--- src/hw/rtl/assert_macros.svh ---
// Assertion macros shared by the RTL files of the decoder.
// Each macro expands to one labeled concurrent assertion clocked by clk.
`ifndef ASSERT_MACROS_SVH
`define ASSERT_MACROS_SVH

// Checked at every rising edge of clk while rst_n is high.
`define CHK_ASSERT(lbl, prop, msg) \
    lbl: assert property (@(posedge clk) disable iff (!rst_n) prop) else $error(msg);

// Checked at every rising edge of clk, during reset as well.
`define CHK_ASSERT_ALWAYS(lbl, prop, msg) \
    lbl: assert property (@(posedge clk) prop) else $error(msg);

`endif

--- src/hw/rtl/b64u_pkg.sv ---
// Types, constants and the character map of the base64url decoder.
// No dependencies.
`timescale 1ns / 1ps

package b64u_pkg;

    localparam int unsigned SYM_W     = 6;
    localparam int unsigned BYTE_W    = 8;
    localparam logic [SYM_W-1:0] SYM_MAX = SYM_W'(63);
    localparam logic [SYM_W-1:0] SYM_DASH = SYM_W'(62);

    typedef enum logic [1:0] {
        PH_FIRST  = 2'd0,
        PH_SECOND = 2'd1,
        PH_THIRD  = 2'd2,
        PH_FOURTH = 2'd3
    } phase_t;

    typedef struct packed {
        phase_t           phase;
        logic [SYM_W-1:0] held;
        logic             failed;
    } dec_state_t;

    typedef struct packed {
        logic              has_result;
        logic [BYTE_W-1:0] data;
        logic              data_valid;
        logic              bad;
        logic              last;
    } dec_result_t;

    typedef struct packed {
        logic             ok;
        logic [SYM_W-1:0] sym;
    } sym_lookup_t;

    localparam dec_state_t STATE_CLEAR = '{phase: PH_FIRST, held: '0, failed: 1'b0};

    // Maps one character byte to its 6-bit symbol; ok is low for any other byte.
    function automatic sym_lookup_t map_char(input logic [BYTE_W-1:0] c);
        sym_lookup_t r;
        r.ok  = 1'b1;
        r.sym = '0;
        if (c >= 8'h41 && c <= 8'h5A) begin
            r.sym = SYM_W'(c - 8'h41);
        end else if (c >= 8'h61 && c <= 8'h7A) begin
            r.sym = SYM_W'(c - 8'h61 + 8'd26);
        end else if (c >= 8'h30 && c <= 8'h39) begin
            r.sym = SYM_W'(c - 8'h30 + 8'd52);
        end else if (c == 8'h2D || c == 8'h2B) begin
            r.sym = SYM_DASH;
        end else if (c == 8'h5F || c == 8'h2F) begin
            r.sym = SYM_MAX;
        end else begin
            r.ok = 1'b0;
        end
        return r;
    endfunction

endpackage

--- src/hw/rtl/b64u_step.sv ---
// One decode step: maps a character and combines it with the group state.
// Depends on b64u_pkg.
`timescale 1ns / 1ps

module b64u_step
    import b64u_pkg::*;
(
    input  logic [BYTE_W-1:0] char_in,
    input  logic              end_of_text,
    input  dec_state_t        state_cur,
    output dec_state_t        state_next,
    output dec_result_t       result
);

    sym_lookup_t lookup;

    assign lookup = map_char(char_in);

    always_comb
    begin
        state_next        = state_cur;
        result.has_result = 1'b0;
        result.data       = '0;
        result.data_valid = 1'b0;
        result.bad        = 1'b0;
        result.last       = end_of_text;

        if (state_cur.failed) begin
            // Everything up to the final character of a failed string is dropped.
            if (end_of_text) begin
                result.has_result = 1'b1;
                result.bad        = 1'b1;
                state_next        = STATE_CLEAR;
            end
        end else if (!lookup.ok) begin
            result.has_result = 1'b1;
            result.bad        = 1'b1;
            if (end_of_text) begin
                state_next = STATE_CLEAR;
            end else begin
                state_next.failed = 1'b1;
            end
        end else begin
            case (state_cur.phase)
                PH_FIRST:
                begin
                    if (end_of_text) begin
                        // A lone trailing character cannot form a byte.
                        result.has_result = 1'b1;
                        result.bad        = 1'b1;
                    end
                    state_next.phase = PH_SECOND;
                end
                PH_SECOND:
                begin
                    result.has_result = 1'b1;
                    result.data_valid = 1'b1;
                    result.data       = {state_cur.held, lookup.sym[5:4]};
                    state_next.phase  = PH_THIRD;
                end
                PH_THIRD:
                begin
                    result.has_result = 1'b1;
                    result.data_valid = 1'b1;
                    result.data       = {state_cur.held[3:0], lookup.sym[5:2]};
                    state_next.phase  = PH_FOURTH;
                end
                PH_FOURTH:
                begin
                    result.has_result = 1'b1;
                    result.data_valid = 1'b1;
                    result.data       = {state_cur.held[1:0], lookup.sym};
                    state_next.phase  = PH_FIRST;
                end
                default:
                begin
                    state_next.phase = PH_FIRST;
                end
            endcase
            state_next.held = lookup.sym;
            if (end_of_text) begin
                state_next = STATE_CLEAR;
            end
        end
    end

endmodule

--- src/hw/rtl/base64url_decoder.sv ---
// Top level of the unpadded base64url decoder: input register, decode step, result register.
// Depends on b64u_pkg, b64u_step and assert_macros.svh.
`timescale 1ns / 1ps

// The decoder takes one character item per clock and returns one result item on the
// second, third and fourth character of each four-character group, plus an error item
// for an invalid character, a lone trailing character or the end of a failed string.
// An accepted item is held in the input register and is decoded into the result register
// at the next edge at which the result register is free.
// While results are taken, a new item is accepted every cycle. When a result waits, the
// input register holds one more item and then the input stalls.
// Both '-' and '+' decode to 62 and both '_' and '/' to 63. After the item flagged by
// end_of_text the group state is cleared for the next string.

module base64url_decoder
    import b64u_pkg::*;
(
    input  logic              clk,
    input  logic              rst_n,
    input  logic              in_valid,
    output logic              in_ready,
    input  logic [BYTE_W-1:0] char_in,
    input  logic              end_of_text,
    output logic              out_valid,
    input  logic              out_ready,
    output logic [BYTE_W-1:0] byte_out,
    output logic              byte_valid,
    output logic              bad_input,
    output logic              stream_end
);

    logic              s1_valid_reg;
    logic              s1_valid_next;
    logic [BYTE_W-1:0] s1_char_reg;
    logic              s1_eot_reg;
    dec_state_t        state_reg;
    dec_state_t        state_next;
    dec_result_t       step_result;
    logic              out_valid_reg;
    logic              out_valid_next;
    logic [BYTE_W-1:0] byte_reg;
    logic              byte_valid_reg;
    logic              bad_reg;
    logic              end_reg;
    logic              out_free;
    logic              s1_consume;
    logic              in_accept;

    b64u_step u_step (
        .char_in     (s1_char_reg),
        .end_of_text (s1_eot_reg),
        .state_cur   (state_reg),
        .state_next  (state_next),
        .result      (step_result)
    );

    assign out_free   = !out_valid_reg || out_ready;
    assign s1_consume = s1_valid_reg && out_free;
    assign in_ready   = !s1_valid_reg || s1_consume;
    assign in_accept  = in_valid && in_ready;

    assign s1_valid_next  = in_accept || (s1_valid_reg && !s1_consume);
    assign out_valid_next = s1_consume ? step_result.has_result
                                       : (out_valid_reg && !out_ready);

    always_ff @(posedge clk or negedge rst_n)
    begin
        if (!rst_n) begin
            s1_valid_reg  <= 1'b0;
            out_valid_reg <= 1'b0;
            state_reg     <= STATE_CLEAR;
        end else begin
            s1_valid_reg  <= s1_valid_next;
            out_valid_reg <= out_valid_next;
            if (s1_consume) begin
                state_reg <= state_next;
            end
        end
    end

    always_ff @(posedge clk)
    begin
        if (in_accept) begin
            s1_char_reg <= char_in;
            s1_eot_reg  <= end_of_text;
        end
        if (s1_consume && step_result.has_result) begin
            byte_reg       <= step_result.data;
            byte_valid_reg <= step_result.data_valid;
            bad_reg        <= step_result.bad;
            end_reg        <= step_result.last;
        end
    end

    assign out_valid  = out_valid_reg;
    assign byte_out   = byte_reg;
    assign byte_valid = byte_valid_reg;
    assign bad_input  = bad_reg;
    assign stream_end = end_reg;

`include "assert_macros.svh"

    `CHK_ASSERT(a_byte_or_error,
        out_valid_reg |-> !(byte_valid_reg && bad_reg),
        "byte and error flags both set")
    `CHK_ASSERT(a_zero_on_error,
        (out_valid_reg && !byte_valid_reg) |-> (byte_reg == '0),
        "byte not zero on error item")
    `CHK_ASSERT(a_clear_after_end,
        (s1_consume && s1_eot_reg) |=> (state_reg == STATE_CLEAR),
        "state not cleared after final item")
    `CHK_ASSERT(a_failed_drops,
        (s1_consume && state_reg.failed && !s1_eot_reg) |=> !out_valid_reg,
        "failed string produced an item")

endmodule
--- config.mk ---
export PLATFORM = sky130hd
export DESIGN_NAME = base64url_decoder
export DESIGN_NICKNAME = d
export VERILOG_FILES = /design/src/hw/rtl/b64u_pkg.sv /design/src/hw/rtl/b64u_step.sv /design/src/hw/rtl/base64url_decoder.sv
export VERILOG_INCLUDE_DIRS = /design/src /design/src/hw/rtl
export SDC_FILE = /design/constraint.sdc
export NUM_CORES = 1
export LEC_CHECK = 0
export BUFFER_PORTS_ARGS = -buffer_cell sky130_fd_sc_hd__buf_2
export CORE_MARGIN = 2
export CORE_UTILIZATION = 60
export DETAILED_ROUTE_END_ITERATION = 8
export PLACE_DENSITY = 0.83
export SLEW_MARGIN = 20
export SYNTH_ARGS = -nofsm -noshare
export SYNTH_HDL_FRONTEND = slang
export SYNTH_SLANG_ARGS = --single-unit
--- constraint.sdc ---
create_clock -name clk -period 8.6 [get_ports clk]
set_input_delay 1.29 -clock clk [delete_from_list [all_inputs] [get_ports clk]]
set_output_delay 1.29 -clock clk [all_outputs]
set_load 0.02 [all_outputs]
### Word level (Yosys, flattened, before mapping)

Index checks and enable logic that the tools add are counted.

* shift-type cells: 0
* magnitude comparators: 6
* mux-type cells: 26
* reductions and logical operators: 22
* $add $sub $neg: 5
* div/mod/pow operators: 0
* multiply operators: 0
* bitwise logic cells: 1
* equality and inequality tests: 8

Operators with widths (count)
* $mux 9: 4
* $mux 6: 5
* $pmux 9 s3: 1
* $eq 8x6->1 const B: 3
* $ge 8x7->1 const B: 2
* $le 8x7->1 const B: 2
* $mux 1: 13
* $sub 6x6->6 const B: 2
* $eq 8x7->1 const B: 1
* $ge 8x6->1 const B: 1
* $le 8x6->1 const B: 1
* $logic_and 1x1->1: 8
* $mux 8: 1
* $pmux 2 s4: 1
* $add 6x5->6 const B: 1
* $add 6x6->6 const B: 1
* $sub 6x1->6 const B: 1
* $logic_or 1x1->1: 5
* $eq 2x2->1 const B: 2
* $logic_not 1->1: 4
* $reduce_and 3->1: 1
* $reduce_or 3->1: 1
* $eq 2x1->1 const B: 1
* $logic_not 2->1: 1
* 5 further kinds: 5

* bits in latches: 0
* register bits after elaboration: 31
* memories: 0
* word-level logic and storage cells: 79
* input port bits: 13
* RAM bits: 0
* output and inout port bits: 13
* memory bits (read-only): 0

### Logic depth before layout (Yosys ltp)

* word-level depth: 10
* gate-level depth with buffers: 10
* depth with buffers taken out: 9

### By module

Synthesis repeated with hierarchy kept, for this count alone.

* cells, all modules: 216
* area total of the unflattened synthesis: 2194.6 um2

Modules (own cells, without submodules)
* b64u_step: cells each 167, sequential area each 0.0 um2, times used 1, area an instance 1156.1 um2
* base64url_decoder: cells each 49, sequential area each 875.8 um2, times used 1, area an instance 1038.5 um2

### Least setup slack after synthesis

Ideal clock, no wire load.

* path type: input port to output port
* from: input out_ready
* to: output in_ready
* slack: 5537 ps
* stages on the path: 2
* required time: 7310 ps
* data arrival time: 1773 ps
* buffers on the path: 0
* cells stage by stage: nand2b_1 > or2_2

* longest elaborated chain between the ends: 3

RTL lines
* from (decl): line base64url_decoder.sv:25 `input logic out_ready,`
* $logic_or 1x1->1: line base64url_decoder.sv:57 `assign out_free = !out_valid_reg || out_ready;`
* $logic_and 1x1->1: line base64url_decoder.sv:58 `assign s1_consume = s1_valid_reg && out_free;`
* $logic_or 1x1->1: line base64url_decoder.sv:59 `assign in_ready = !s1_valid_reg || s1_consume;`
* to (decl): line base64url_decoder.sv:21 `output logic in_ready,`

Every way passes these cells.

### Final worst setup path

Same ends and word-level chain as after synthesis.

==> flow_summary.ini <==
[synth]
async_flop_share = 0.355
avgSynthCellArea_um2 = 10.7
synth_area_mm2 = 0.00190
syn_nets = 205
synth_edf_count = 20
synth_seq_cells = 31
synth_cell_types = 48
ys_warn_count = 0
syn_inst = 178
synthFlopType = edfxtp_1
yosysSeqAreaShare = 0.460

[grt]
grt_usage = 0.230
antenna_found_initial = 0
grt_max_degree = 16
gr-total-overflow = 0
grt_pass1_wl_um = 6020
grt_pass1_vias = 1339

[setup_path]
arrival_ps = 2010
end_kind = output pin
r2r-end = stream_end
critPathLaunch = out_ready
crit_required_ps = 7310
reg2reg_slack_ps = 5520
critPathLaunchType = input port
r2r-start = s1_char_reg[2]
cp_max_fo = 3
reg2reg_depth = 9
crit_type = in -> out

[die]
start_util = 0.629
io_pins = 26
core_area_mm2 = 0.00303
die_h_um = 60.3
rows = 20
die_x_um = 60.3
die_area_mm2 = 0.00364

[clocking]
cts_resized = 0
cts-hold-fix-buffers = 0
numCtsBuffers = 5
cts.path.max_buffers = 2
cts_root_buf = clkbuf_4
cts_tree = yes
ctsHtreeMaxLevel = 2
clkTransAtPathRegs_ps = 90
clk_latency_ps = 320
cts.sinks = 31
postCtsSetupRepairBufs = 0

[sta]
worst_slew_pin_slew_ps = 884
fmax_mhz = 303
drv_slew = 0
slew_headroom = 0.409
rsz0062_at_grt = false
fin_skew_ps = 7.16
setup-tns-final_ps = 0
setup_viol = 0
fin_crit_sh = 0.384
fin_crit_ps = 3300
hold_violations = 0

[drt]
wl_per_cell_um = 15.0
viasPerCell = 6.06
vias = 1496
drc = 0
drtIter0Drc = 105
postRouteWirelength_um = 3700
drtPass1Iterations = 5
ant_nets = 0

[pwr]
power.density_mw_per_mm2 = 158
vdd_drop_max_mv = 0.128
power.leakage_nw = 0.886

[finish]
final_cell_mix = buf_2, edfxtp_1, ha_1, nor2_1
diodes = 0
nets = 229
final_common_cell = buf_2
final_util = 0.695
final_layout_size_suffix_gt1_frac = 0.192
largest_reg_flops = 9
areaGrowthSynthToFinish_pct = 10.4

[place]
place.gp.congestion = 0.862
hpwl_um = 2860
io_buffer_count = 25

[worst_hold_path]
min_path_cells = 1
min_from = state_reg[5]
holdPathEnd = state_reg[5]
hp-class = reg -> reg

[job]
max_cap_violations = 0

[outcome]
outcome = complete, no violations
[cell type report]
type	count	area, um2
clock buffers	6	41.3
flip-flops and latches	31	876
multi-input cells	127	952
fillers	222	925
well taps	44	55.1
clock inverters	2	8.76
inverters	12	45.0
repair buffers	25	125
[how the worst max path moves through the flow]
stage                     to  slack, ps  depth (start not counted)
floorplan           in_ready       5540                          2
global placement    in_ready       5330                          4
detailed placement  in_ready       5290                          4
CTS                 in_ready       5290                          4
global route        in_ready       5270                          4
finish              in_ready       5300                          4
[metal layers]
metal	up-vias	global-route usage	wire (um)
li1	715	-	-
met1	705	0.288	1550
met2	72	0.360	1830
met3	4	0.0810	289
met4	0	0.105	27
met5	-	0	0
[worst max-delay path: stages]
cell	delay, ps
buf_2	90
nand2b_1	160
or2_2	300
buf_2	170
[stage by stage]
stage / worst slack (ps) / total power (W) / hold slack, ps / std cells / cell area [um2]
2_1_floorplan: 5540 / 0.000238 / 473 / 178 / 1900
3_3_place_gp: 5330 / 0.000256 / 490 / 239 / 2050
3_5_place_dp: 5290 / 0.000260 / 500 / 239 / 2050
4_1_cts: 5290 / 0.000335 / 525 / 247 / 2100
5_1_grt: 5270 / 0.000351 / 533 / 247 / 2100
6_report: 5300 / 0.000332 / 521 / 247 / 2100
[kinds of logic after synthesis]
family,after synthesis,synth area share
compound gates,54,0.232
xor+xnor,3,0.0138
fa+ha+maj,14,0.0920
buf+inv,20,0.0401
flops,31,0.460
mux,1,0.00526
simple gates,55,0.157
[synthesized netlist by cell type, types with 3 or more instances]
master | n | area share
a22o_1 | 8 | 0.037
o211ai_1 | 3 | 0.012
ha_1 | 14 | 0.092
a21o_1 | 3 | 0.012
nor3_1 | 4 | 0.011
dfrtp_1 | 11 | 0.14
nand2_1 | 12 | 0.024
clkbuf_1 | 7 | 0.014
edfxtp_1 | 20 | 0.32
nor2_1 | 13 | 0.026
o21ai_0 | 8 | 0.021
nand2b_1 | 4 | 0.013
a21oi_1 | 6 | 0.016
inv_1 | 12 | 0.024
a222oi_1 | 8 | 0.042
nand3_1 | 7 | 0.018
nor2b_1 | 4 | 0.013
[where the power goes]
part,switching (W),total [W],internal [W]
registers,0.0000115,0.000185,0.000174
clock network,0.0000443,0.0000750,0.0000306
logic,0.0000455,0.0000719,0.0000264
(Power assumes the default switching activity.)
